## src/hdl/lsf_pkg.sv

```systemverilog
// ----------------------------------------------------------------------------
// lsf_pkg
// Shared types and constants for the link supervisor: link states, event
// codes, action codes, register indexes and register reset values.
// ----------------------------------------------------------------------------
`default_nettype none

package lsf_pkg;

    localparam int DEF_TIME_BITS = 32;

    localparam int MODE_W   = 3;
    localparam int NOW_W    = 32;
    localparam int ACTION_W = 4;
    localparam int STATE_W  = 2;
    localparam int CFG_W    = 16;
    localparam int CFG_IDX_W = 3;
    localparam int MAX_ACTS = 4;
    localparam int CNT_W    = 3;

    localparam int S_DATA_W = 40;   // mode + now_ms = 35 bits, padded to bytes
    localparam int M_DATA_W = 8;    // action + link_state = 6 bits, padded

    typedef enum logic [STATE_W-1:0] {
        ST_IDLE       = 2'd0,
        ST_CONNECTING = 2'd1,
        ST_CONNECTED  = 2'd2,
        ST_STREAMING  = 2'd3
    } link_state_t;

    typedef enum logic [MODE_W-1:0] {
        EV_NONE         = 3'd0,
        EV_CONNECT      = 3'd1,
        EV_START        = 3'd2,
        EV_STOP         = 3'd3,
        EV_READY_RX     = 3'd4,
        EV_HEARTBEAT_RX = 3'd5,
        EV_DATA_RX      = 3'd6
    } event_t;

    typedef enum logic [ACTION_W-1:0] {
        ACT_HELLO            = 4'd0,
        ACT_START            = 4'd1,
        ACT_STOP             = 4'd2,
        ACT_HEARTBEAT        = 4'd3,
        ACT_REP_CONNECTING   = 4'd4,
        ACT_REP_READY        = 4'd5,
        ACT_REP_STREAMING    = 4'd6,
        ACT_REP_CONNECTED    = 4'd7,
        ACT_REP_DISCONNECTED = 4'd8
    } action_t;

    localparam logic [CFG_IDX_W-1:0] REG_HELLO_RETRY  = 3'd0;
    localparam logic [CFG_IDX_W-1:0] REG_CONN_REPORT  = 3'd1;
    localparam logic [CFG_IDX_W-1:0] REG_HEARTBEAT    = 3'd2;
    localparam logic [CFG_IDX_W-1:0] REG_PEER_TIMEOUT = 3'd3;
    localparam logic [CFG_IDX_W-1:0] REG_READY_BEACON = 3'd4;

    localparam logic [CFG_W-1:0] RST_HELLO_RETRY  = 16'd500;
    localparam logic [CFG_W-1:0] RST_CONN_REPORT  = 16'd1000;
    localparam logic [CFG_W-1:0] RST_HEARTBEAT    = 16'd1000;
    localparam logic [CFG_W-1:0] RST_PEER_TIMEOUT = 16'd3000;
    localparam logic [CFG_W-1:0] RST_READY_BEACON = 16'd2000;

endpackage

`default_nettype wire

```

## src/hdl/link_supervisor_fsm.sv

```systemverilog
// ----------------------------------------------------------------------------
// link_supervisor_fsm
// Four-state link supervisor. Applies one event per transfer, runs the
// periodic hello, report, heartbeat, timeout and beacon checks, and emits
// the resulting actions one per cycle while m_tready is high.
// ----------------------------------------------------------------------------
//  channel  | direction | payload
//  s_*      | in        | tdata: mode[2:0], now_ms[34:3]
//  m_*      | out       | tdata: action[3:0], link_state[5:4]; tlast: last
//  cfg_*    | in        | cfg_index selects register, cfg_data 16-bit value
//
//  An input transfer is decoded in the cycle it is taken; its 0..4 actions
//  sit in the result buffer and leave at one per cycle while m_tready is
//  high. A new input is taken when the buffer is empty or its final action
//  is being taken in the same cycle. Synchronous active-low reset;
//  cfg_ready is always high.
// ----------------------------------------------------------------------------
`default_nettype none

module link_supervisor_fsm #(
    parameter int TIME_BITS = lsf_pkg::DEF_TIME_BITS
) (
    input  wire                              aclk,
    input  wire                              aresetn,
    input  wire                              s_tvalid,
    output logic                             s_tready,
    input  wire  [lsf_pkg::S_DATA_W-1:0]     s_tdata,   // mode[2:0], now_ms[34:3]
    output logic                             m_tvalid,
    input  wire                              m_tready,
    output logic [lsf_pkg::M_DATA_W-1:0]     m_tdata,   // action[3:0], link_state[5:4]
    output logic                             m_tlast,
    input  wire                              cfg_valid,
    output logic                             cfg_ready,
    input  wire  [lsf_pkg::CFG_IDX_W-1:0]    cfg_index,
    input  wire  [lsf_pkg::CFG_W-1:0]        cfg_data
);

    typedef logic [TIME_BITS-1:0] time_t;

    // configuration
    logic [lsf_pkg::CFG_W-1:0] hello_retry_reg, conn_report_reg, heartbeat_reg;
    logic [lsf_pkg::CFG_W-1:0] peer_timeout_reg, ready_beacon_reg;

    // supervisor state
    lsf_pkg::link_state_t state_reg, state_next, ev_state;
    time_t hello_reg, report_reg, hb_reg, peer_reg, beacon_reg;
    time_t hello_next, report_next, hb_next, peer_next, beacon_next;
    time_t hello_base, report_base;

    // result buffer
    lsf_pkg::action_t                   acts_reg [lsf_pkg::MAX_ACTS];
    lsf_pkg::action_t                   acts_next [lsf_pkg::MAX_ACTS];
    logic [lsf_pkg::CNT_W-1:0]          cnt_reg, cnt_next;
    lsf_pkg::link_state_t               out_state_reg;

    // decode
    lsf_pkg::event_t                    ev;
    time_t                              now;
    lsf_pkg::action_t                   ev_act [2];
    logic [1:0]                         ev_n;
    logic hello_fire, report_fire, hb_fire, timeout_fire, beacon_fire;
    logic s_fire, m_fire;

    assign ev  = lsf_pkg::event_t'(s_tdata[lsf_pkg::MODE_W-1:0]);
    assign now = TIME_BITS'(s_tdata[lsf_pkg::MODE_W +: lsf_pkg::NOW_W]);

    assign cfg_ready = 1'b1;
    assign s_fire    = s_tvalid & s_tready;
    assign m_fire    = m_tvalid & m_tready;
    assign s_tready  = (cnt_reg == '0) || (m_fire && (cnt_reg == lsf_pkg::CNT_W'(1)));

    assign m_tvalid = (cnt_reg != '0);
    assign m_tlast  = (cnt_reg == lsf_pkg::CNT_W'(1));
    assign m_tdata  = {2'b00, out_state_reg, acts_reg[0]};

    // event phase
    always_comb begin
        ev_state    = state_reg;
        ev_n        = 2'd0;
        ev_act[0]   = lsf_pkg::ACT_HELLO;
        ev_act[1]   = lsf_pkg::ACT_HELLO;
        peer_next   = peer_reg;
        hello_base  = hello_reg;
        report_base = report_reg;
        unique case (ev)
            lsf_pkg::EV_CONNECT: begin
                if (state_reg == lsf_pkg::ST_IDLE) begin
                    ev_state    = lsf_pkg::ST_CONNECTING;
                    hello_base  = '0;
                    report_base = '0;
                    ev_act[0]   = lsf_pkg::ACT_REP_CONNECTING;
                    ev_n        = 2'd1;
                end
            end
            lsf_pkg::EV_START: begin
                if (state_reg == lsf_pkg::ST_CONNECTED) begin
                    ev_state  = lsf_pkg::ST_STREAMING;
                    ev_act[0] = lsf_pkg::ACT_START;
                    ev_act[1] = lsf_pkg::ACT_REP_STREAMING;
                    ev_n      = 2'd2;
                end
            end
            lsf_pkg::EV_STOP: begin
                if (state_reg == lsf_pkg::ST_STREAMING) begin
                    ev_state  = lsf_pkg::ST_CONNECTED;
                    ev_act[0] = lsf_pkg::ACT_STOP;
                    ev_act[1] = lsf_pkg::ACT_REP_CONNECTED;
                    ev_n      = 2'd2;
                end else if (state_reg == lsf_pkg::ST_CONNECTING) begin
                    ev_state  = lsf_pkg::ST_IDLE;
                    ev_act[0] = lsf_pkg::ACT_REP_READY;
                    ev_n      = 2'd1;
                end
            end
            lsf_pkg::EV_READY_RX: begin
                peer_next = now;
                if (state_reg == lsf_pkg::ST_CONNECTING) begin
                    ev_state  = lsf_pkg::ST_CONNECTED;
                    ev_act[0] = lsf_pkg::ACT_REP_CONNECTED;
                    ev_n      = 2'd1;
                end
            end
            lsf_pkg::EV_HEARTBEAT_RX,
            lsf_pkg::EV_DATA_RX: begin
                peer_next = now;
            end
            default: begin
            end
        endcase
    end

    // periodic checks and next state
    always_comb begin
        logic conn, linked;
        conn   = (ev_state == lsf_pkg::ST_CONNECTING);
        linked = (ev_state == lsf_pkg::ST_CONNECTED) || (ev_state == lsf_pkg::ST_STREAMING);

        hello_fire   = conn && (time_t'(now - hello_base) >= TIME_BITS'(hello_retry_reg));
        report_fire  = conn && (time_t'(now - report_base) >= TIME_BITS'(conn_report_reg));
        hb_fire      = linked && (time_t'(now - hb_reg) >= TIME_BITS'(heartbeat_reg));
        timeout_fire = linked && (peer_next != '0)
                       && (time_t'(now - peer_next) > TIME_BITS'(peer_timeout_reg));
        beacon_fire  = (ev_state == lsf_pkg::ST_IDLE)
                       && (time_t'(now - beacon_reg) >= TIME_BITS'(ready_beacon_reg));

        state_next  = timeout_fire ? lsf_pkg::ST_IDLE : ev_state;
        hello_next  = hello_fire  ? now : hello_base;
        report_next = report_fire ? now : report_base;
        hb_next     = hb_fire     ? now : hb_reg;
        beacon_next = beacon_fire ? now : beacon_reg;
    end

    // action list
    always_comb begin
        logic [lsf_pkg::CNT_W-1:0] n;
        logic                      push [5];
        lsf_pkg::action_t          code [5];
        for (int i = 0; i < lsf_pkg::MAX_ACTS; i++) begin
            acts_next[i] = lsf_pkg::ACT_HELLO;
        end
        n = lsf_pkg::CNT_W'(ev_n);
        acts_next[0] = ev_act[0];
        acts_next[1] = ev_act[1];
        push[0] = hello_fire;   code[0] = lsf_pkg::ACT_HELLO;
        push[1] = report_fire;  code[1] = lsf_pkg::ACT_REP_CONNECTING;
        push[2] = hb_fire;      code[2] = lsf_pkg::ACT_HEARTBEAT;
        push[3] = timeout_fire; code[3] = lsf_pkg::ACT_REP_DISCONNECTED;
        push[4] = beacon_fire;  code[4] = lsf_pkg::ACT_REP_READY;
        for (int k = 0; k < 5; k++) begin
            if (push[k] && (n < lsf_pkg::CNT_W'(lsf_pkg::MAX_ACTS))) begin
                acts_next[n[1:0]] = code[k];
                n = n + lsf_pkg::CNT_W'(1);
            end
        end
        cnt_next = n;
    end

    // configuration registers
    always_ff @(posedge aclk) begin
        if (!aresetn) begin
            hello_retry_reg  <= lsf_pkg::RST_HELLO_RETRY;
            conn_report_reg  <= lsf_pkg::RST_CONN_REPORT;
            heartbeat_reg    <= lsf_pkg::RST_HEARTBEAT;
            peer_timeout_reg <= lsf_pkg::RST_PEER_TIMEOUT;
            ready_beacon_reg <= lsf_pkg::RST_READY_BEACON;
        end else if (cfg_valid && cfg_ready) begin
            unique case (cfg_index)
                lsf_pkg::REG_HELLO_RETRY:  hello_retry_reg  <= cfg_data;
                lsf_pkg::REG_CONN_REPORT:  conn_report_reg  <= cfg_data;
                lsf_pkg::REG_HEARTBEAT:    heartbeat_reg    <= cfg_data;
                lsf_pkg::REG_PEER_TIMEOUT: peer_timeout_reg <= cfg_data;
                lsf_pkg::REG_READY_BEACON: ready_beacon_reg <= cfg_data;
                default: begin
                end
            endcase
        end
    end

    // supervisor state
    always_ff @(posedge aclk) begin
        if (!aresetn) begin
            state_reg  <= lsf_pkg::ST_IDLE;
            hello_reg  <= '0;
            report_reg <= '0;
            hb_reg     <= '0;
            peer_reg   <= '0;
            beacon_reg <= '0;
        end else if (s_fire) begin
            state_reg  <= state_next;
            hello_reg  <= hello_next;
            report_reg <= report_next;
            hb_reg     <= hb_next;
            peer_reg   <= peer_next;
            beacon_reg <= beacon_next;
        end
    end

    // result buffer
    always_ff @(posedge aclk) begin
        if (!aresetn) begin
            cnt_reg <= '0;
        end else if (s_fire) begin
            cnt_reg <= cnt_next;
        end else if (m_fire) begin
            cnt_reg <= cnt_reg - lsf_pkg::CNT_W'(1);
        end
    end

    always_ff @(posedge aclk) begin
        if (s_fire) begin
            out_state_reg <= state_next;
            for (int i = 0; i < lsf_pkg::MAX_ACTS; i++) begin
                acts_reg[i] <= acts_next[i];
            end
        end else if (m_fire) begin
            for (int i = 0; i < lsf_pkg::MAX_ACTS - 1; i++) begin
                acts_reg[i] <= acts_reg[i+1];
            end
        end
    end

endmodule

`default_nettype wire

```

## config.mk

```make
export PLATFORM = sky130hd
export DESIGN_NAME = link_supervisor_fsm
export DESIGN_NICKNAME = d
export VERILOG_FILES = /design/src/hdl/lsf_pkg.sv /design/src/hdl/link_supervisor_fsm.sv
export SDC_FILE = /design/constraint.sdc
export NUM_CORES = 1
export LEC_CHECK = 0
export BUFFER_PORTS_ARGS = -buffer_cell sky130_fd_sc_hd__buf_4
export CORE_AREA = 2 2 233 235
export DETAILED_ROUTE_END_ITERATION = 8
export DIE_AREA = 0 0 235 237
export GPL_TIMING_DRIVEN = 0
export PLACE_DENSITY = 0.71
export SLEW_MARGIN = 20
export SYNTH_ARGS = -nofsm -noshare
export SYNTH_HDL_FRONTEND = slang
export SYNTH_SLANG_ARGS = --single-unit
```

## constraint.sdc

```tcl
create_clock -name aclk -period 13.8 [get_ports aclk]
set_input_delay 2.76 -clock aclk [delete_from_list [all_inputs] [get_ports aclk]]
set_output_delay 2.76 -clock aclk [all_outputs]
set_load 0.005 [all_outputs]
```

Word-level counts from Yosys, hierarchy flattened
Memory sizes are Yosys's and may differ from the RTL's.
Cells that the tools add are included.
Operators by class
  add/subtract/negate cells: 11
  multiply operators: 0
  div/mod/pow operators: 0
  $lt $le $gt $ge: 19
  eq/ne operators: 17
  shifts and indexed selects: 0
  mux-type cells: 57
  bitwise gates (word level): 24
  reductions and logical operators: 33
Operators by type and width (number)
  $mux W32: 7
  $sub A32 B32 Y32: 5
  $ge A32 B16 Y1: 4
  $mux W16: 5
  $demux W4 S2: 5
  $mux W3: 12
  $gt A32 B16 Y1: 1
  $mux W4: 8
  $reduce_bool A32 Y1: 1
  $and A12 B12 Y12: 2
  $not A12 Y12: 2
  $and A16 B16 Y16: 1
  $and A8 B8 Y8: 2
  $logic_and A1 B1 Y1: 16
  $mux W2: 8
  $not A16 Y16: 1
  $not A8 Y8: 2
  $or A8 B8 Y8: 2
  $pmux W2 S4: 2
  $pmux W4 S4: 1
  $ge A3 B3 Y1 const B: 5
  $lt A3 B1 Y1 const B: 5
  $not A2 Y3: 5
  $reduce_and A2 Y1: 7
  other kinds (21): 52
Storage, ports and cells
  flip-flop bits (word level): 247
  latch bits: 0
  bits in writable memories: 16
  memory bits (read-only): 0
  input port bits: 64
  output and inout port bits: 12
  word-level logic and storage cells: 175
  memories kept: 1
Memories
  acts_reg: words 4, width 4, read ports 4, clocked after memory_dff 0, wr ports 4, RTL line link_supervisor_fsm.sv:51  | lsf_pkg::action_t acts_reg [lsf_pkg::MAX_ACTS];

Depth between registers and ports, before layout
Gate-level depths: netlist of the first run.
  depth after elaboration: 25
  mapped depth: 48
  mapped depth without buffers: 43

Least setup slack after synthesis of the first run
OpenSTA, ideal clock, no wires.
  path type: input port to flip-flop
  start point: in s_tdata[1] (netlist bit)
  end point: mem acts_reg[0][2] (netlist bit), data pin
  library setup time: 0.254 ns
  arrival time: 11.651 ns
  data required time: 13.546 ns
  path slack: 1.895 ns
  cell stages on the path: 47
  buffers on the path: 6
  cell sequence: buf_2 > nor3b_4 > nand2_1 > clkbuf_1 > clkbuf_1 > clkbuf_1 > and2_1 > ha_1 > o21ai_0 > a211oi_1 > a2111oi_2 > and3b_1 > or2_2 > a21oi_1 > nand2_1 > maj3_1 > o22a_1 > maj3_1 > [... 11 more ...] > buf_2 > nand2_1 > xnor2_1 > ha_1 > nor3_1 > o21ai_0 > nand3_2 > inv_1 > ha_1 > and2_1 > nor2b_1 > clkbuf_1 > mux2i_2 > inv_2 > ha_1 > nand2_1 > o311ai_1 > o21a_1
RTL lines
  from (decl): RTL line link_supervisor_fsm.sv:27  | input wire [lsf_pkg::S_DATA_W-1:0] s_tdata,
  to (decl): RTL line link_supervisor_fsm.sv:51

==> impl_metrics.ini, run 1 <==
[drt]
dr_total_vias = 23670
finalWirelength_mm = 81.02
ant_nets = 0
dr.pass1.iters = 6
drtIter0Drc = 2190
viasPerCell = 6.049
drc = 0
wl_per_cell_um = 20.70

[cts]
cts_max_level = 1
root_buffer = clkbuf_16
clock-sinks = 263
cts_buffer_depth = 3
cts_tree = yes
cts_buffers = 31
clk_latency_ns = 0.62
clkTransAtPathRegs_ns = 0.06

[global_route]
overflow = 0
grt_antenna_before_repair = 1
grt_util_all_layers = 0.2800
grt_pass1_wl_mm = 124.2
grt_max_degree = 18
grt_pass1_vias = 21810

[critical_path]
crit_slowest_cell = a2111oi_0
cp.required_ns = 14.15
rrSetupSlack_ns = 2.68
reg2reg_depth = 45
critPathTopFamily = simple AND/OR/NAND/NOR gates
worstSetupEndpointType = register
crit_buf_inv = 8
critPathKind = in -> reg
cpPeakStageDelay_ns = 0.46
cp_common_cell = ha_1
critPathLaunchType = primary input
cp_max_fo = 10
r2r-end = acts_reg[0][2]
cp_data_arrival_time_ns = 13.57
r2r-start = state_reg[0]
crit_start = s_tdata[1]

[placed_design]
gp_congestion = 0.9681
io_buffers = 64
hpwl_mm = 60.48

[layout]
drive_gt1_frac = 0.05937
diodes = 0
fin_nets = 3505
utilization = 0.4930
area_growth_pct = 10.64

[timing]
fmax_mhz = 75.69
slew_headroom = 0.3366
totalNegativeSetupSlack_ns = 0
finalHoldViolCount = 0
fin_crit_ns = 13.21
fin_skew_ns = 0.01839
tightest_slew_ns = 0.9951
setup_viol = 0
slew_viol_final = 0
fin_hold_ws_ns = 0.4645
timing.final.crit_share = 0.9574
rsz0062_at_grt = false

[die]
dieHeight_um = 237
dieWidth_um = 235
start_util = 0.4456
row_count = 85
die_area_um2 = 55700
pin_count = 76
core_area_um2 = 53280

[yosys]
ys_ff_latch = 263
synth_area_leaders = dfxtp_1 (21%), ha_1 (13%), nand2_1 (6.5%), a21oi_1 (4.3%), nor2b_1 (3.5%)
synth_area_per_cell_um2 = 7.676
yosysSeqAreaShare = 0.2293
synth_ff_type = dfxtp_1
synth_common_cells = nand2_1 (409), dfxtp_1 (245), ha_1 (244), inv_1 (211), a21oi_1 (204)
async_flop_share = 0
yosys.area.top_type = dfxtp_1
yosys_warnings = 0
synth_edf_count = 18
synthDistinctLibCells = 106
syn_area_um2 = 23740
synth_top_cell_area_share = 0.2066
postSynthCellCount = 3093
post-synth-top-count-cell = nand2_1

[hold_path]
hold_class = reg -> reg
worstHoldStart = beacon_reg[28]
min_to = beacon_reg[28]
hold_depth = 2

[run_status]
status = finished, final reports clean

[power_and_ir_drop]
peakVddDrop_mv = 0.08381
p_per_area_nw_per_um2 = 126.9
power_leakage_nw = 10.41

[run]
drv_cap = 0
==> repair_timing <==
action | 4_1_cts | 5_1_grt
hold buffers | 0 | 0
gates cloned | 0 | 0
setup buffers | 0 | 0
resized for setup | 1 | 7
setup endpoints to repair | 4 | 13
==> worst max-delay path by stage <==
stage / endpoint / slack [ns] / cells after the start
after floorplan: acts_reg[0][2] / 1.89 / 47
after global placement: acts_reg[0][2] / -0.69 / 48
after detailed placement: acts_reg[0][2] / -0.79 / 48
after CTS: acts_reg[0][2] / 0.08 / 47
after global routing: acts_reg[0][0] / 0.02 / 48
final: acts_reg[0][2] / 0.59 / 47
==> cells by family after synthesis <==
logic type               count (synthesis)  synth area share
other                                    2         0.0003163
XOR/XNOR                               117           0.04316
multiplexers                            78           0.03315
adder cells (fa/ha/maj)                253            0.1341
AO/OA/AOI/OAI                          945            0.2781
buffers and inverters                  383           0.06239
flip-flops                             263            0.2293
AND/OR/NAND/NOR                       1052            0.2195
==> layer usage <==
metal | part of all wire | routed length [um] | track usage
met5 | 0 | 0 | 0
met4 | 0.060 | 4897 | 0.1461
met3 | 0.075 | 6112 | 0.03591
met2 | 0.45 | 36070 | 0.4582
met1 | 0.42 | 33940 | 0.3604
==> placed cells by master, fill, tap and decap left out, drive strengths merged, types with 14 or more instances in the layout <==
master / n
a2111oi: 20
a211oi: 32
a21boi: 96
a21o: 76
a21oi: 206
a22oi: 76
a31oi: 35
and2: 25
and3: 32
buf: 90
clkbuf: 189
dfxtp: 245
edfxtp: 18
ha: 244
inv: 213
mux2i: 76
nand2: 409
nand2b: 34
nand3: 90
nand4: 49
nor2: 138
nor2b: 132
nor3: 43
nor4: 29
o2111ai: 17
o211a: 36
o211ai: 62
o21a: 26
o21ai: 128
o21bai: 20
o22ai: 14
xnor2: 79
xor2: 38
==> worst register-to-register path: cells and delay by family (launching register included) <==
kind | cells | cell delay, ns
XOR/XNOR | 1 | 0.17
flip-flops | 1 | 0.40
multiplexers | 1 | 0.37
buffers and inverters | 6 | 1.58
AO/OA/AOI/OAI | 14 | 3.14
AND/OR/NAND/NOR | 16 | 3.29
adder cells (fa/ha/maj) | 7 | 1.90
==> power breakdown <==
part	total, W	internal [W]	switching, W
clock	0.000921	0.000555	0.000366
sequential	0.000931	0.000881	0.0000504
combinational	0.00148	0.000571	0.000910
total	0.00333	0.00201	0.00133
==> per-stage QoR <==
| stage | cells | instance area (um^2) | setup WS, ns | total power, W |
|---|---|---|---|---|
| 2_1_floorplan | 3094 | 23750 | 1.895 | 0.001998 |
| 3_3_place_gp | 3854 | 25100 | -0.6942 | 0.002371 |
| 3_5_place_dp | 3856 | 25130 | -0.7892 | 0.002391 |
| 4_1_cts | 3913 | 26260 | 0.07972 | 0.003310 |
| 5_1_grt | 3913 | 26270 | 0.01945 | 0.003535 |
| 6_report | 3913 | 26270 | 0.5884 | 0.003333 |
==> area by class of cell <==
class,count,area (um^2)
Fill cell,5203,27010
Multi-Input combinational cell,2448,16840
Sequential cell,263,5445
Clock buffer,44,914.6
Tap cell,696,870.8
Inverter,214,804.5
Buffer,169,683.2
Timing Repair Buffer,66,490.5
Clock inverter,13,217.7
No activity file was read; power rests on OpenSTA's default activity.
==> run 2: changes to the inputs <==
CELL_PAD_IN_SITES_DETAIL_PLACEMENT = 1   (was unset)
CELL_PAD_IN_SITES_GLOBAL_PLACEMENT = 1   (was unset)
CORE_AREA = 2 2 226 228   (was 2 2 233 235)
DIE_AREA = 0 0 228 230   (was 0 0 235 237)
PLACE_DENSITY = 0.91   (was 0.71)
==> impl_metrics.ini, run 2 (synthesis results as in run 1) <==
[run_status]
status = finished, final reports clean

[layout]
multiInputGateArea_um2 = 16850
final_common_cell = nand2_1
fin_nets = 3509
utilization = 0.5277
area_growth_pct = 10.82
fillerInstances = 6284
fin_area_um2 = 26310
drive_gt1_frac = 0.06056
layout_common_cells = nand2_1 (408), dfxtp_1 (245), ha_1 (244), inv_1 (211), a21oi_1 (203)
regArea_um2 = 5445

[drt]
dr.pass1.iters = 6
finalWirelength_mm = 101.4
wl_met1_mm = 38.65
wl_per_cell_um = 26.04
ant_nets = 0
routed.top_layer = met5
route.met2.wl_mm = 45.94
drc = 0
viasPerCell = 6.544
routed-wl-met3_mm = 7.305
dr_total_vias = 25480
drtIter0Drc = 2016

[timing]
finalHoldViolCount = 0
setup_ws_ns = 0.2610
rsz0062_at_grt = false
timing.final.crit_share = 0.9811
totalNegativeSetupSlack_ns = 0
fmax_mhz = 73.86
fin_skew_ns = 0.02161
fin_hold_ws_ns = 0.4693
slew_viol_final = 0
tightest_slew_ns = 1.202
slew_headroom = 0.1987
fin_crit_ns = 13.54
setup_viol = 0

[placed_design]
postPlaceCellArea_um2 = 25110
gp_congestion = 0.9612
io_buffers = 64
dpl_worst_slack_ns = -1.027
hpwl_mm = 74.26

[die]
core_area_um2 = 49860
pin_count = 76
start_util = 0.4762
dieHeight_um = 230
die_area_um2 = 52440
row_count = 82
dieWidth_um = 228

[critical_path]
critPathCapture = acts_reg[0][2]
worstSetupEndpointType = register
crit_buf_inv = 9
cpPeakStageDelay_ns = 0.43
critPathLaunchType = primary input
cp_max_fo = 10
cp_common_cell = ha_1
critPathKind = in -> reg
critPathTopFamily = simple AND/OR/NAND/NOR gates
r2r-start = state_reg[0]
r2r-end = acts_reg[0][2]
cp_data_arrival_time_ns = 13.85
crit_slowest_cell = a2111oi_0
rrSetupSlack_ns = 2.38
crit_start = s_tdata[1]
reg2reg_depth = 46
cp.required_ns = 14.11
path_depth = 48

[cts]
cts_buffer_depth = 3
root_buffer = clkbuf_16
cts_max_level = 2
cts_buffers = 34
cts_tree = yes
postCtsSetupRepairBufs = 0
clk_latency_ns = 0.56
cts_hold_buffers = 0
clock-sinks = 263
clkTransAtPathRegs_ns = 0.06

[run]
drv_cap = 0

[power_and_ir_drop]
power_frac_seq = 0.266
peakVddDrop_mv = 0.08985
comb_power_share = 0.456
internal_power_w = 0.002054
power_leakage_nw = 10.45
pwr-share-clk = 0.278
switching_share = 0.4173
p_sw_w = 0.001471
p_per_area_nw_per_um2 = 134.0

[global_route]
grt_pass1_vias = 26720
grt_util_all_layers = 0.3765
grt_max_degree = 18
grt_pass1_wl_mm = 153.6
grt_antenna_before_repair = 2
overflow = 0

[hold_path]
hold_class = reg -> reg
## run 2: cell count changes in the layout (fill, tap and decap cells not counted), sizes merged
cell / before / now
buf: 90 / 92
clkbuf: 189 / 190
clkinvlp: 2 / 1
diode: 0 / 2
inv: 213 / 214
## run 2: final cells by class
cell class	count	share of cell area
Clock buffer	46	0.03719
Antenna cell	2	0.0001902
Multi-Input combinational cell	2448	0.6404
Clock inverter	13	0.007656
Buffer	169	0.02611
Tap cell	672	0.03195
Timing Repair Buffer	67	0.01902
Inverter	214	0.03058
Sequential cell	263	0.2069
## run 2: per-stage QoR
step                      total power, W  instances
after floorplan                 0.001998       3094
after global placement          0.002390       3830
after detailed placement        0.002483       3833
after CTS                       0.003483       3892
after global routing            0.003701       3892
final                           0.003525       3894
## run 2: power groups by stage
| stage | Sequential [W] | Combinational, W | Clock (W) |
|---|---|---|---|
| 5_1_grt | 0.000948 | 0.00175 | 0.00101 |
| 3_3_place_gp | 0.000941 | 0.00145 | 0 |
| 4_1_cts | 0.000937 | 0.00157 | 0.000977 |
| 6_report | 0.000939 | 0.00161 | 0.000980 |
| 2_1_floorplan | 0.000933 | 0.00106 | 0 |
| 3_5_place_dp | 0.000950 | 0.00153 | 0 |
## run 2: worst reg2reg max path: cells and delay by family, from the launching register on
kind,cells,cell delay (ns)
simple gates,16,3.39
compound gates,13,2.99
fa+ha+maj,7,1.98
buf+inv,7,1.66
flops,1,0.40
xor+xnor,2,0.38
mux,1,0.35
## run 2: per-layer routing
metal	vias to the layer above	global-route usage
met5	-	0
met4	2	0.3039
met3	462	0.06746
met2	1080	0.6258
met1	12510	0.4255
li1	11430	-
## run 2: timing repair
action | 4_1_cts | 5_1_grt
setup endpoints to repair | 13 | 11
gates cloned | 0 | 0
gates resized for setup | 3 | 9
## run 2: worst min-delay path by stage
stage	startpoint	endpoint	slack, ns	cells after the start
after CTS	beacon_reg[22]	beacon_reg[22]	0.47	2
after global routing	beacon_reg[17]	beacon_reg[17]	0.50	2
after floorplan	conn_report_reg[10]	conn_report_reg[10]	0.44	2
final	beacon_reg[25]	beacon_reg[25]	0.47	2
after detailed placement	beacon_reg[23]	beacon_reg[23]	0.46	2
after global placement	beacon_reg[22]	beacon_reg[22]	0.45	2
==> run 3: changes to the inputs <==
ABC_AREA = 1   (was unset)
CORE_AREA = 2 2 225 227   (was 2 2 226 228)
DIE_AREA = 0 0 227 229   (was 0 0 228 230)
==> impl_metrics.ini, run 3 <==
[power_and_ir_drop]
pwr-share-clk = 0.210
switching_share = 0.4773
finalPower_w = 0.004317
comb_power_share = 0.556
power_leakage_nw = 10.87
internal_power_w = 0.002257
peakVddDrop_mv = 0.1016
p_per_area_nw_per_um2 = 172.9
power_frac_seq = 0.234
p_sw_w = 0.002061

[drt]
ant_nets = 0
routed.top_layer = met4
finalWirelength_mm = 90.76
dr_total_vias = 24990
routed-wl-met3_mm = 5.790
wl_per_cell_um = 21.36
viasPerCell = 5.880
dr.pass1.iters = 5
drc = 0
wl_met1_mm = 37.51
drtIter0Drc = 1851
route.met2.wl_mm = 41.79

[yosys]
synth_ff_type = dfxtp_1
yosysSeqAreaShare = 0.2419
synthDistinctLibCells = 58
synth_common_cells = nand2_1 (748), a21oi_1 (465), inv_1 (404), o21ai_0 (317), nor2_1 (269)
async_flop_share = 0
synth_top_cell_area_share = 0.2179
postSynthCellCount = 3444
yosys.area.top_type = dfxtp_1
synth_edf_count = 18
post-synth-top-count-cell = nand2_1
synth_area_leaders = dfxtp_1 (22%), ha_1 (14%), nand2_1 (12%), a21oi_1 (10%), o21ai_0 (7.0%)
yosys_warnings = 0
syn_area_um2 = 22510
ys_ff_latch = 263
synth_area_per_cell_um2 = 6.536

[die]
dieWidth_um = 227
start_util = 0.4533
pin_count = 76
dieHeight_um = 229
core_area_um2 = 49660
row_count = 82
die_area_um2 = 51980

[timing]
tightest_slew_ns = 1.173
fin_crit_ns = 10.54
timing.final.crit_share = 0.7640
fin_skew_ns = 0.01893
fmax_mhz = 94.84
finalHoldViolCount = 0
rsz0062_at_grt = false
totalNegativeSetupSlack_ns = 0
setup_viol = 0
slew_viol_final = 0
setup_ws_ns = 3.256
slew_headroom = 0.2180

[run_status]
status = finished, final reports clean

[cts]
clock-sinks = 263
postCtsSetupRepairBufs = 0
clk_latency_ns = 0.55
cts_tree = yes
cts_buffers = 34
clkTransAtPathRegs_ns = 0.06
cts_buffer_depth = 3
cts_max_level = 2
cts.repair.resized = 0
cts_hold_buffers = 0
root_buffer = clkbuf_16

[hold_path]
hold_depth = 2
min_to = hb_reg[7]
worstHoldStart = hb_reg[7]
hold_class = reg -> reg

[placed_design]
gp_congestion = 0.9498
hpwl_mm = 68.56
dp_cells = 4183
postPlaceCellArea_um2 = 23860
dpl_worst_slack_ns = 3.003
io_buffers = 65

[layout]
final_common_cell = nand2_1
layout_common_cells = nand2_1 (748), a21oi_1 (465), inv_1 (404), o21ai_0 (316), nor2_1 (269)
fin_area_um2 = 24970
drive_gt1_frac = 0.05797
fin_nets = 3859
area_growth_pct = 10.92
fillerInstances = 6822
stdcell_count = 4250

[critical_path]
cpPeakStageDelay_ns = 0.57
rrSetupSlack_ns = 5.14
cp_max_fo = 10
cp_data_arrival_time_ns = 10.94
reg2reg_depth = 47
r2r-end = cnt_reg[2]
cp_common_cell = nand2_1
cp.required_ns = 14.20
worstSetupEndpointType = register
crit_slowest_cell = clkbuf_1
critPathLaunchType = primary input
r2r-start = state_reg[0]
critPathKind = in -> reg

[global_route]
grt_util_all_layers = 0.3459
grt_antenna_before_repair = 3
grt_pass1_vias = 25400
overflow = 0
grt_pass1_wl_mm = 140.3
grt_max_degree = 16

[run]
drv_cap = 0
## run 3: power groups by stage
stage                     sequential (W)  clock, W  combinational, W
after global placement           0.00101         0           0.00222
after floorplan                  0.00100         0           0.00165
after CTS                        0.00101  0.000906           0.00236
after detailed placement         0.00102         0           0.00232
after global routing             0.00102  0.000932           0.00268
final                            0.00101  0.000905           0.00240
## run 3: worst max-delay path by stage
stage | startpoint | end | depth (start not counted)
after global routing | s_tdata[0] | cnt_reg[1] | 49
final | s_tdata[0] | cnt_reg[2] | 49
after global placement | s_tdata[0] | acts_reg[1][0] | 50
after detailed placement | s_tdata[0] | acts_reg[1][2] | 50
after floorplan | s_tdata[0] | cnt_reg[1] | 48
after CTS | s_tdata[0] | acts_reg[1][2] | 50
## run 3: final cells by class
class                           count  area [um^2]  share of cell area
Antenna cell                        7        17.52           0.0007016
Multi-Input combinational cell   2657        15050              0.6029
Inverter                          421         1580             0.06329
Clock inverter                     15        138.9            0.005563
Timing Repair Buffer               66        499.2             0.01999
Clock buffer                       45        953.4             0.03819
Buffer                            104        439.2             0.01759
Tap cell                          672        840.8             0.03368
Sequential cell                   263         5445              0.2181
## run 3: logic make-up (layout without fill, tap and decap cells)
| logic type | count (synthesis) | after routing | share of synthesized area |
|---|---|---|---|
| AND/OR/NAND/NOR | 1330 | 1330 | 0.2486 |
| AO/OA/AOI/OAI | 943 | 943 | 0.2274 |
| buffers and inverters | 525 | 651 | 0.08971 |
| flip-flops | 263 | 263 | 0.2419 |
| adder cells (fa/ha/maj) | 248 | 248 | 0.1392 |
| XOR/XNOR | 114 | 114 | 0.04436 |
| multiplexers | 19 | 19 | 0.008449 |
| other | 2 | 10 | 0.0003336 |
## run 3: metrics by stage
step                      hold slack [ns]    util
after global placement             0.4434  0.4801
after detailed placement           0.4524  0.4804
after CTS                          0.4611  0.5024
after floorplan                    0.4297       -
final                              0.4578  0.5028
after global routing               0.4796  0.5024
## run 3: worst max-delay path, delay by kind of cell
kind | cells | cell delay [ns]
buffers and inverters | 12 | 2.28
adders and majority gates | 6 | 1.89
xor gates and xnor gates | 1 | 0.24
AOI/OAI and AO/OA | 4 | 0.75
and+or+nand+nor | 26 | 3.02
## run 3: layer usage
layer,track usage,vias up
met5,0,-
met4,0.2032,0
met3,0.04952,291
met2,0.5686,906
met1,0.4289,11970
li1,-,11820
